$ cat config.mk
export PLATFORM = sky130hd
export DESIGN_NAME = tccw_controller
export DESIGN_NICKNAME = d
export VERILOG_FILES = /design/src/hw/rtl/tccw_pkg.sv /design/src/hw/rtl/tccw_controller.sv
export SDC_FILE = /design/constraint.sdc
export NUM_CORES = 1
export LEC_CHECK = 0
export BUFFER_PORTS_ARGS = -buffer_cell sky130_fd_sc_hd__buf_2
export CORE_AREA = 2 2 39 41
export DETAILED_ROUTE_END_ITERATION = 10
export DIE_AREA = 0 0 41 43
export SLEW_MARGIN = 20
export SYNTH_ARGS = -nofsm -noshare
export SYNTH_HDL_FRONTEND = slang
export SYNTH_SLANG_ARGS = --single-unit
export TNS_END_PERCENT = 5
$ cat constraint.sdc
create_clock -name clk -period 2.61 [get_ports clk]
set_input_delay 0 -clock clk [delete_from_list [all_inputs] [get_ports clk]]
set_output_delay 0 -clock clk [all_outputs]
set_load 0.005 [all_outputs]
$ cat src/hw/rtl/tccw_pkg.sv
`default_nettype none
// ----------------------------------------------------------------------------
// tccw_pkg: shared definitions for the text console cell writer
// Screen geometry, field widths, op codes, character codes, controller
// states and the command/status bundles between controller and datapath.
// ----------------------------------------------------------------------------
package tccw_pkg;

  localparam int COLUMNS     = 80;
  localparam int ROWS        = 25;
  localparam int TAB_SPACES  = 4;
  localparam int TOTAL_CELLS = COLUMNS * ROWS;

  localparam int OP_W       = 3;
  localparam int CHAR_W     = 8;
  localparam int COL_W      = 7;
  localparam int ROW_W      = 5;
  localparam int COLOR_W    = 4;
  localparam int CELL_W     = 16;
  localparam int IDX_W      = $clog2(TOTAL_CELLS);
  localparam int TAB_W      = (TAB_SPACES > 1) ? $clog2(TAB_SPACES) : 1;
  localparam int CFG_IDX_W  = 1;
  localparam int CFG_DATA_W = COLOR_W;

  localparam logic [CHAR_W-1:0]  CH_NUL     = 8'd0;
  localparam logic [CHAR_W-1:0]  CH_TAB     = 8'd9;
  localparam logic [CHAR_W-1:0]  CH_NEWLINE = 8'd10;
  localparam logic [CHAR_W-1:0]  CH_SPACE   = 8'd32;

  localparam logic [COLOR_W-1:0] FORE_RESET = 4'd15;
  localparam logic [COLOR_W-1:0] BACK_RESET = 4'd0;

  typedef enum logic [OP_W-1:0] {
    OP_PUT   = 3'd0,
    OP_ERASE = 3'd1,
    OP_MOVE  = 3'd2,
    OP_CLEAR = 3'd3,
    OP_READ  = 3'd4
  } op_t;

  typedef enum logic [CFG_IDX_W-1:0] {
    REG_FORE_COLOR = 1'd0,
    REG_BACK_COLOR = 1'd1
  } cfg_reg_t;

  typedef enum logic [2:0] {
    ST_IDLE,
    ST_DECODE,
    ST_TAB,
    ST_SWEEP,
    ST_DONE
  } state_t;

  typedef struct packed {
    logic capture;        // latch the input item
    logic put_cell;       // write a cell at the cursor and advance
    logic put_space;      // the cell written is a space, not the item character
    logic erase;          // step back and write code 0
    logic newline;        // go to column 0 of the next row
    logic move;           // set cursor to the clamped target
    logic sweep_init;     // home cursor, arm the clearing sweep
    logic fill_from_item; // sweep uses the item colours, not the registers
    logic sweep_step;     // write one cell of the sweep
    logic read_issue;     // read the target cell
    logic load_out;       // load the result register
  } cmd_t;

  typedef struct packed {
    logic [OP_W-1:0] op;
    logic            is_tab;
    logic            is_newline;
    logic            is_printable;
    logic            at_end;
    logic            at_home;
    logic            last_row;
    logic            sweep_last;
    logic            tab_last;
    logic            out_free;
  } status_t;

  function automatic logic [CELL_W-1:0] make_cell(input logic [CHAR_W-1:0]  ch,
                                                  input logic [COLOR_W-1:0] fore,
                                                  input logic [COLOR_W-1:0] back);
    make_cell = {back, fore, ch};
  endfunction

endpackage
`default_nettype wire

$ cat src/hw/rtl/tccw_controller.sv
`default_nettype none
// ----------------------------------------------------------------------------
// tccw_controller: operation sequencer
// Decodes the latched item and steps the datapath through cell writes,
// the clearing sweep, cell reads and the result load.
// ----------------------------------------------------------------------------
module tccw_controller (
  input  logic              clk,
  input  logic              rst,
  input  logic              in_valid,
  output logic              in_ready,
  input  tccw_pkg::status_t status,
  output tccw_pkg::cmd_t    cmd
);
  import tccw_pkg::*;

  state_t state;
  state_t state_next;

  always_ff @(posedge clk) begin
    if (rst) begin
      state <= ST_IDLE;
    end else begin
      state <= state_next;
    end
  end

  always_comb begin
    state_next = state;
    unique case (state)
      ST_IDLE: begin
        if (in_valid) state_next = ST_DECODE;
      end
      ST_DECODE: begin
        case (status.op)
          OP_PUT: begin
            if (status.is_tab) begin
              state_next = ST_TAB;
            end else if (status.is_newline) begin
              state_next = status.last_row ? ST_SWEEP : ST_DONE;
            end else if (status.is_printable && status.at_end) begin
              state_next = ST_SWEEP;
            end else begin
              state_next = ST_DONE;
            end
          end
          OP_CLEAR: state_next = ST_SWEEP;
          default:  state_next = ST_DONE;
        endcase
      end
      ST_TAB: begin
        if (status.at_end) begin
          state_next = ST_SWEEP;
        end else if (status.tab_last) begin
          state_next = ST_DONE;
        end
      end
      ST_SWEEP: begin
        if (status.sweep_last) state_next = ST_DONE;
      end
      ST_DONE: begin
        if (status.out_free) state_next = ST_IDLE;
      end
      default: state_next = ST_IDLE;
    endcase
  end

  always_comb begin
    cmd      = '0;
    in_ready = 1'b0;
    unique case (state)
      ST_IDLE: begin
        in_ready    = 1'b1;
        cmd.capture = in_valid;
      end
      ST_DECODE: begin
        case (status.op)
          OP_PUT: begin
            if (status.is_tab) begin
              cmd = '0;
            end else if (status.is_newline) begin
              cmd.sweep_init = status.last_row;
              cmd.newline    = !status.last_row;
            end else if (status.is_printable) begin
              cmd.put_cell   = 1'b1;
              cmd.sweep_init = status.at_end;
            end
          end
          OP_ERASE: cmd.erase      = !status.at_home;
          OP_MOVE:  cmd.move       = 1'b1;
          OP_CLEAR: begin
            cmd.sweep_init     = 1'b1;
            cmd.fill_from_item = 1'b1;
          end
          OP_READ:  cmd.read_issue = 1'b1;
          default:  cmd = '0;
        endcase
      end
      ST_TAB: begin
        cmd.put_cell   = 1'b1;
        cmd.put_space  = 1'b1;
        cmd.sweep_init = status.at_end;
      end
      ST_SWEEP: cmd.sweep_step = 1'b1;
      ST_DONE:  cmd.load_out   = status.out_free;
      default:  cmd = '0;
    endcase
  end

endmodule
`default_nettype wire

Yosys cells after proc, flatten, opt, wreduce, memory -nomap -nowiden
Index checks and enable logic that the tools add are counted.
W data, S select, Z words.

cells by class
  add/subtract/negate cells = 0
  multipliers = 0
  div/mod/pow operators = 0
  $lt $le $gt $ge = 0
  equality and inequality tests = 12
  shifts and indexed selects = 0
  multiplexer cells = 34
  bitwise gates (word level) = 0
  reduce and logical (&&, ||, !) cells = 6

operators with widths
  cell                  number
  $mux W3               10
  $mux W1               17
  $pmux W3 S5           1
  $eq A3 B2 Y1 const B  4
  $pmux W2 S2           2
  $eq A3 B1 Y1 const B  2
  $eq A3 B3 Y1 const B  2
  $logic_not A3 Y1      2
  $ne A2 B2 Y1 const B  3
  $pmux W3 S2           1
  $pmux W1 S2           2
  $reduce_and A4 Y1     1
  $ne A3 B3 Y1 const B  1
  $logic_not A1 Y1      2
  $mux W2               1
  $logic_and A1 B1 Y1   1

storage, ports and cells
  register bits = 3
  bits in latches = 0
  bits in writable memories = 0
  ROM bits = 0
  input bits = 15
  output and inout port bits = 12
  word-level logic and storage cells = 53
  memories = 0

Longest topological paths before layout
Gate-level depths: netlist (run 1).

  depth in word-level cells = 6
  depth in mapped cells = 5
  gate-level depth less buffers = 4

Worst setup path before layout (run 1)
OpenSTA, ideal clock, no wires.

  path kind = register to register
  from = register state[1]
  to = register state[0]
  library setup time = 58 ps
  arrival = 1476 ps
  setup slack = 1076 ps
  cell stages (with the launch flop) = 6
  path buffers = 1
  period minus slack after synthesis = 1534 ps
  cell sequence = dfxtp_1 -> buf_6 -> or4b_4 -> nor4_4 -> a211o_2 -> o221a_4

on the way
  longest elaborated chain between the ends = 3
  elaborated cells on any way between the ends = 11
  classes of those cells = 8 x eq/ne; 1 x mux; 2 x reduce/logical

RTL lines
  element                                                 RTL line               RTL
  start, declared                                         tccw_controller.sv:17  state_t state;
  start signal, assigned                                  tccw_controller.sv:24  state <= state_next;
  $eq A3 B2 Y1, or another cell as far along              tccw_controller.sv:30  unique case (state)
  $ne A3 B3 Y1 (no line) or $ne A2 B2 Y1 (tied branches)  --
  $reduce_and A4 Y1 (no line)                             --

Parallel ways exist; a longest one is shown, timed or not.
A chain may end at the register's enable or synchronous reset.

==> results.cfg, run 1 <==
[detailed_routing]
dr.pass1.iters = 3
vias = 507
drc = 0
wl_per_cell_um = 10.93
wirelength_um = 1093
drt-vias-per-instance = 5.070
drt-initial-drc-count = 5
antenna_left = 0

[timing]
max-slew-margin-rel_pct = 71.38
layout_setup_ws_ns = 0.6850
fmax_mhz = 519.5
fin_crit_ns = 1.925
setup_violations = 0
fin_tns_setup_ns = 0
finClkSkew_ns = 0.005386
slew_violations = 0
hold_viol_final = 0
rsz0062_at_grt = false
worst_pin_slew_ns = 0.4288
fin_crit_sh_pct = 73.75

[global_routing]
gr-total-overflow = 0
grt_pass1_wl_um = 1932
antenna_found_initial = 0
grt_max_degree = 16
grt_pass1_vias = 481
grt_use_total_pct = 15.32

[clocking]
clk_pin_slew_worst_paths_ns = 0.04
cts_sinks = 3
cts_buffers = 3
cts_tree = built
cts_resized = 0
h-tree-depth = 1
worstSkewPairLatency_ns = 0.23
cts_root_buf = clkbuf_4
cts.path.max_buffers = 2
post_cts_buffers = 0

[place]
gp_congestion = 0.7379
detailed_place_hpwl_um = 903.8
preCtsSetupSlack_ns = 0.8686
io_buffers = 26

[critical_path]
crit_arrival_ns = 1.92
crit_chain = or4b_4 -> nor4_4 -> nor3b_1 -> buf_2
worst-r2r-cell-count = 4
crit_slowest_cell = dfxtp_1
slowest_delay_ns = 0.58
cp-start-kind = register
critPathMaxFanout = 15
worstSetupPathType = reg2out
worstSetupEndpointType = output port
cp.required_ns = 2.61

[cells_and_area]
final_cell_mix = 26 x buf_2, 10 x nor2_1, 9 x nand2_1
nNetsFinal = 100
num-fill-cells = 157
final_common_cell = buf_2
reg_top3 = state: 3 flops
antenna_cells = 0
largest_reg_flops = 3
areaGrowthSynthToFinish_pct = 41.96
top_register = state
drive_above_1_share_pct = 41.67

[die]
core-area_mm2 = 0.001384
num_rows = 14
die_h_um = 43
initial_core_util_pct = 28.66
io_pins = 27
dieArea_mm2 = 0.001763
fp.dieW_um = 41

[power_and_ir_drop]
vdd_drop_max_mv = 0.1084
p_total_uw = 223.7
p_leak_nw = 0.2819
p_per_area_mw_per_mm2 = 397.3

[yosys]
synth_cell_types = 30
ys.flop_type = dfxtp_1
syn_area_per_cell_um2 = 7.083
yosysWarningCount = 0
syn_inst = 56
async_reset_ff_share_pct = 0
ys_ff_latch = 3
syn_area_um2 = 396.6
syn_nets = 71
synth_seq_area_share_pct = 15.14
synth-edff-count = 0

[hold_path]
min_path_type = in2reg
hold_path_depth = 4

[run_status]
status = finished, final reports clean

[run]
cap_viol_max_count = 0
[synthesized netlist by cell type (all sizes together) (2+ instances only)]
cell type,instances,area [um2]
inv,2,7.510
nor3,2,10.01
nor4b,2,17.52
nor3b,2,15.01
buf,2,16.26
o21ai,2,10.01
o221a,2,31.28
nand2,9,33.78
nor2,10,37.54
nand3,2,10.01
dfxtp,3,60.06
a21oi,2,10.01
[kinds of logic (layout without fill, tap and decap cells)]
logic type      Yosys count  count (layout)  share of synthesized area [%]
compound gates           12              12                          25.56
simple gates             35              35                          50.16
flops                     3               3                          15.14
xor+xnor                  1               1                          2.209
buf+inv                   5              33                          6.938
[layout make-up]
type / instances / area (um2) / area share [%]
tap: 16 / 20.02 / 3.556
clock buffer: 4 / 26.28 / 4.667
sequential: 3 / 60.06 / 10.67
inverter: 2 / 7.507 / 1.333
multi-input combinational: 48 / 309.0 / 54.89
timing repair buffer: 27 / 140.1 / 24.89
[per-stage QoR]
| stage | cell area (um2) | std cells | utilization, % | hold slack (ns) |
|---|---|---|---|---|
| 6_report | 563.0 | 100 | 40.69 | 0.07704 |
| 5_1_grt | 563.0 | 100 | 40.69 | 0.1200 |
| 2_1_floorplan | 396.6 | 56 | - | 0.03303 |
| 3_3_place_gp | 526.8 | 95 | 38.07 | 0.1906 |
| 4_1_cts | 563.0 | 100 | 40.69 | 0.07345 |
| 3_5_place_dp | 526.8 | 95 | 38.07 | 0.1978 |
[worst paths after layout]
path	from	to	slack, ns
max	state[0]$_SDFFE_PP0P_	cmd[6]	0.69
min	status[1]	state[1]$_SDFFE_PP0P_	0.08
max reg2reg	state[0]$_SDFFE_PP0P_	state[0]$_SDFFE_PP0P_	0.85
min reg2reg	state[0]$_SDFFE_PP0P_	state[1]$_SDFFE_PP0P_	0.69
[per-layer routing]
metal,GRT usage (%),routed length [um]
met2,24.69,544
met4,8.000,0
met1,19.11,480
met3,1.047,67
met5,0,0
[repair_timing]
action                                  in CTS  in global routing
hold buffers                                 1                  0
endpoints found under the setup margin       0                  0
hold endpoints to repair                     2                  0
[worst max-delay path: cells and delay by family (launching register included)]
family                 cells  cell delay, ns
AND/OR/NAND/NOR            3            0.98
flip-flops                 1            0.58
buffers and inverters      1            0.14
[report_power, final]
group	internal (mW)	switching (mW)	total [mW]
clock network	0.0574	0.0250	0.0824
logic	0.0418	0.0372	0.0790
registers	0.0502	0.0121	0.0623
Note: power is estimated with default switching activity, not from simulation.
==> inputs of run 2 (changes only) <==
==> constraint.sdc (replaced) <==
create_clock -name clk -period 1.69 [get_ports clk]
set_input_delay 0 -clock clk [delete_from_list [all_inputs] [get_ports clk]]
set_output_delay 0 -clock clk [all_outputs]
set_load 0.005 [all_outputs]
==> run 2 against run 1 <==
  * Largest cell class unchanged
  * Clock skew is 0.0046 ns lower
  * Utilization is 2.0 points higher
  * Sequential cell count unchanged
  * Critical endpoint unchanged
  * Worst hold slack is essentially flat
  * Setup slack got worse by 0.65 ns
  * Combinational power is 87% higher
  * Via count increased by 1.8%
  * Largest power group is now combinational logic
  * Global-route usage grew 0.32 points
  * Non-clock buffer count increased by 3
  * Critical path depth stayed put
  * Final cell count grew 3.0%
==> results.cfg, run 2 (synthesis results as in run 1) <==
[cells_and_area]
areaGrowthSynthToFinish_pct = 48.90
drive_above_1_share_pct = 44.83
antenna_cells = 0
largest_reg_flops = 3
nNetsFinal = 103
final_core_util_pct = 42.68
top_register = state
final_cell_mix = 26 x buf_2, 10 x nor2_1, 9 x nand2_1
num-fill-cells = 143
reg_top3 = state: 3 flops
final_common_cell = buf_2

[clocking]
h-tree-depth = 1
cts_buffers = 3
cts_tree = built
cts.path.max_buffers = 2
clk_pin_slew_worst_paths_ns = 0.04
cts_sinks = 3
worstSkewPairLatency_ns = 0.24
cts_root_buf = clkbuf_4

[detailed_routing]
top_layer_used = met4
antenna_left = 0
drt-vias-per-instance = 5.010
vias = 516
wl_per_cell_um = 11.37
wirelength_um = 1171
dr.pass1.iters = 4
drt-initial-drc-count = 8
wl_met1_um = 441
drc = 0
wl_met2_um = 613
wl_met3_um = 102

[global_routing]
grt_pass1_wl_um = 1869
grt_pass1_vias = 506
gr-total-overflow = 0
grt_max_degree = 15
antenna_found_initial = 0
grt_use_total_pct = 15.63

[power_and_ir_drop]
internal_power_uw = 238.9
sw_frac_of_total_pct = 33.63
p_total_uw = 359.9
p_leak_nw = 0.2991
p_per_area_mw_per_mm2 = 609.5
vdd_drop_max_mv = 0.2715
power_switching_uw = 121.1
combPwrFrac_pct = 41.2
clockPowerShare_pct = 36.3
seqPwrFrac_pct = 22.4

[run]
cap_viol_max_count = 0

[critical_path]
crit_path_start = state[1]$_SDFFE_PP0P_
reg2reg_from = state[1]$_SDFFE_PP0P_
cp-start-kind = register
cp.required_ns = 1.69
critPathMaxFanout = 4
crit_arrival_ns = 1.66
worstSetupEndpointType = output port
worstSetupPathType = reg2out

[timing]
worst_pin_slew_ns = 0.3230
fin_crit_sh_pct = 97.98
slew_violations = 0
max-slew-margin-rel_pct = 78.32
finClkSkew_ns = 0.0007687
hold_viol_final = 0
layout_setup_ws_ns = 0.03418
fin_crit_ns = 1.656
fin_tns_setup_ns = 0
setup_violations = 0
fmax_mhz = 603.9
rsz0062_at_grt = true

[run_status]
status = finished, final reports clean

[die]
die_h_um = 43
num_rows = 14
core-area_mm2 = 0.001384
dieArea_mm2 = 0.001763
io_pins = 27
initial_core_util_pct = 28.66
fp.dieW_um = 41

[place]
preCtsSetupSlack_ns = 0.2049
detailed_place_hpwl_um = 987.9
gp_congestion = 0.7108
io_buffers = 26

[hold_path]
min_path_type = in2reg
min_from = status[1]
-- run 2: changes by cell type in the layout (fill, tap and decap cells not counted), sizes merged --
cell  change
buf       +3
-- run 2: area by class of cell --
cell class              instances  area, um2  area share, %
multi-input cells              48      314.1          53.18
repair buffers                 30      162.7          27.54
flip-flops and latches          3      60.06          10.17
clock buffers                   4      26.28          4.449
well taps                      16      20.02          3.390
inverters                       2      7.507          1.271
-- run 2: power by group through the flow --
stage / logic [mW] / clock network [mW] / registers [mW]
detailed placement: 0.147 / 0 / 0.0819
CTS: 0.149 / 0.133 / 0.0807
finish: 0.148 / 0.131 / 0.0807
floorplan: 0.0878 / 0 / 0.0822
global placement: 0.146 / 0 / 0.0813
global route: 0.166 / 0.135 / 0.0812
-- run 2: per-layer routing --
metal  up-vias  track usage, %
li1        266               -
met1       223           17.25
met2        25           25.31
met3         2           3.141
met4         0           10.00
met5         -               0
-- run 2: final timing paths --
check	cells after the start	slack, ns	endpoint
worst min-delay path	4	0.08	state[1]$_SDFFE_PP0P_
worst min register to register	3	0.67	state[1]$_SDFFE_PP0P_
worst max register to register	4	0.21	state[0]$_SDFFE_PP0P_
worst max-delay path	4	0.03	cmd[6]
-- run 2: what timing repair did --
item | CTS | global route
buffers inserted | 0 | 0
hold buffers | 1 | 0
setup endpoints to repair | 1 | 1
gates resized for setup | 1 | 0
pin swaps | 0 | 0
endpoints found under the hold margin | 2 | 0
-- run 2: critical path, stage by stage (launching register included) --
cell and delay (ns):
dfxtp_1 0.30, or4b_4 0.58, nor4_4 0.19, nor3b_2 0.21, buf_2 0.13
-- run 2: through the flow --
step	instance area, um2	cells	hold WS, ns
global placement	549.3	98	0.2036
CTS	590.6	103	0.07926
detailed placement	549.3	98	0.2043
floorplan	396.6	56	0.03303
global route	590.6	103	0.1126
finish	590.6	103	0.07688
==> inputs of run 3 (changes only) <==
--- a/config.mk
+++ b/config.mk
@@ -6,9 +6,11 @@
 export NUM_CORES = 1
 export LEC_CHECK = 0
 export BUFFER_PORTS_ARGS = -buffer_cell sky130_fd_sc_hd__buf_2
-export CORE_AREA = 2 2 39 41
+export CELL_PAD_IN_SITES_DETAIL_PLACEMENT = 1
+export CELL_PAD_IN_SITES_GLOBAL_PLACEMENT = 1
+export CORE_UTILIZATION = 23
 export DETAILED_ROUTE_END_ITERATION = 10
-export DIE_AREA = 0 0 41 43
+export PLACE_DENSITY_LB_ADDON = 0.1
 export SLEW_MARGIN = 20
 export SYNTH_ARGS = -nofsm -noshare
 export SYNTH_HDL_FRONTEND = slang
==> run 3 against run 2 <==
  * The flow now finishes with violations (DRC)
  * Fmax increased by 1.0%
  * Clock skew hardly changed
  * Register-to-register slack barely moved
  * Largest power group unchanged
  * Highest routed layer unchanged
==> results.cfg, run 3 (synthesis results as in run 1) <==
[place]
gp_congestion = 0.7775
detailed_place_hpwl_um = 1152
preCtsSetupSlack_ns = 0.2057
io_buffers = 26

[critical_path]
crit_chain = or4b_4 -> nor4_4 -> nor3b_2 -> buf_2
worstSetupPathType = reg2out
reg2reg_from = state[1]$_SDFFE_PP0P_
crit_slowest_cell = or4b_4
worst-r2r-cell-count = 4
r2r_end = state[0]$_SDFFE_PP0P_
worstSetupEndpointType = output port
reg2reg_slack_ns = 0.22
critPathMaxFanout = 4
cp-start-kind = register
crit_arrival_ns = 1.64
cp.required_ns = 1.69
slowest_delay_ns = 0.57
crit_path_start = state[1]$_SDFFE_PP0P_

[power_and_ir_drop]
p_leak_nw = 0.2991
sw_frac_of_total_pct = 34.02
power_switching_uw = 123.1
clockPowerShare_pct = 35.8
vdd_drop_max_mv = 0.2618
combPwrFrac_pct = 41.9
internal_power_uw = 238.9
p_per_area_mw_per_mm2 = 613.0
seqPwrFrac_pct = 22.3

[timing]
max-slew-margin-rel_pct = 74.36
layout_setup_ws_ns = 0.05083
fmax_mhz = 610.1
slew_violations = 0
fin_tns_setup_ns = 0
hold_viol_final = 0
fin_crit_sh_pct = 96.99
finClkSkew_ns = 0.0006052
worst_pin_slew_ns = 0.3821
setup_violations = 0
rsz0062_at_grt = true
fin_crit_ns = 1.639

[cells_and_area]
largest_reg_flops = 3
drive_above_1_share_pct = 44.83
nNetsFinal = 103
final_cell_mix = 26 x buf_2, 10 x nor2_1, 9 x nand2_1
final_common_cell = buf_2
top_register = state
antenna_cells = 0
reg_top3 = state: 3 flops
regArea_um2 = 60.06
areaGrowthSynthToFinish_pct = 48.90
multi_input_area_um2 = 314.1
num-fill-cells = 219

[detailed_routing]
wirelength_um = 1352
antenna_left = 0
vias = 533
drc = 2
wl_per_cell_um = 13.13
drt-vias-per-instance = 5.175
drt-initial-drc-count = 8
dr.pass1.iters = 7

[hold_path]
min_path_type = in2reg
min_from = status[1]
hold_end = state[1]$_SDFFE_PP0P_
hold_path_depth = 4

[clocking]
worstSkewPairLatency_ns = 0.24
cts_sinks = 3
cts_buffers = 3
cts_root_buf = clkbuf_4
h-tree-depth = 1
post_cts_buffers = 0
cts_tree = built
clk_pin_slew_worst_paths_ns = 0.04
cts.path.max_buffers = 2

[die]
core-area_mm2 = 0.001559
num_rows = 14
die_h_um = 43.53
fp.dieW_um = 43.53
initial_core_util_pct = 25.44
io_pins = 27
dieArea_mm2 = 0.001894

[global_routing]
grt_max_degree = 15
grt_pass1_wl_um = 2297
antenna_found_initial = 0
gr-total-overflow = 0
grt_use_total_pct = 17.05
grt_pass1_vias = 522

[run_status]
violations = DRC
status = finished, violations left

[run]
cap_viol_max_count = 0
run 3: per-stage QoR:
stage          total power, mW  cells  hold WS [ns]  utilization [%]  cell area (um2)
4_1_cts                 0.3689    103       0.08645            37.88            590.6
3_3_place_gp            0.2309     98        0.2088            35.23            549.3
6_report                0.3620    103       0.08478            37.88            590.6
2_1_floorplan           0.1700     56       0.03303                -            396.6
5_1_grt                 0.3947    103        0.1172            37.88            590.6
3_5_place_dp            0.2342     98        0.2004            35.23            549.3
run 3: worst max path at each step:
stage	cells after the start	slack, ns	end
detailed placement	4	0.21	state[0]$_SDFFE_PP0P_
floorplan	5	0.16	state[0]$_SDFFE_PP0P_
global placement	4	0.24	state[0]$_SDFFE_PP0P_
CTS	4	0.02	cmd[6]
finish	4	0.05	cmd[6]
global route	4	-0.04	cmd[6]
run 3: metal layers:
| layer | vias up | routed length [um] | track usage [%] | share of wire, % |
|---|---|---|---|---|
| li1 | 269 | - | - | - |
| met1 | 236 | 570 | 19.19 | 42 |
| met2 | 23 | 656 | 28.48 | 49 |
| met3 | 5 | 80 | 2.917 | 5.9 |
| met4 | 0 | 44 | 13.13 | 3.3 |
| met5 | - | 0 | 0 | 0 |
run 3: what timing repair did:
item	in CTS	in global routing
gates resized for setup	1	0
hold buffers	1	0
pin swaps	0	0
hold endpoints to repair	2	0
gates cloned	0	0
endpoints found under the setup margin	1	1
run 3: worst max-delay path, delay by kind of cell, from the launching register on:
kind,cells,cell delay (ns)
DFF,1,0.30
buffers and inverters,1,0.13
and+or+nand+nor,3,0.97
run 3: final cells by class:
cell class | count | area share, %
multi-input cells | 48 | 53.18
repair buffers | 30 | 27.54
flip-flops and latches | 3 | 10.17
clock buffers | 4 | 4.449
well taps | 16 | 3.390
inverters | 2 | 1.271
run 3: power by group through the flow:
stage               Clock [mW]  Combinational, mW  Sequential, mW
CTS                      0.133              0.155          0.0808
finish                   0.130              0.152          0.0807
global route             0.143              0.170          0.0811
floorplan                    0             0.0878          0.0822
detailed placement           0              0.152          0.0819
global placement             0              0.150          0.0814
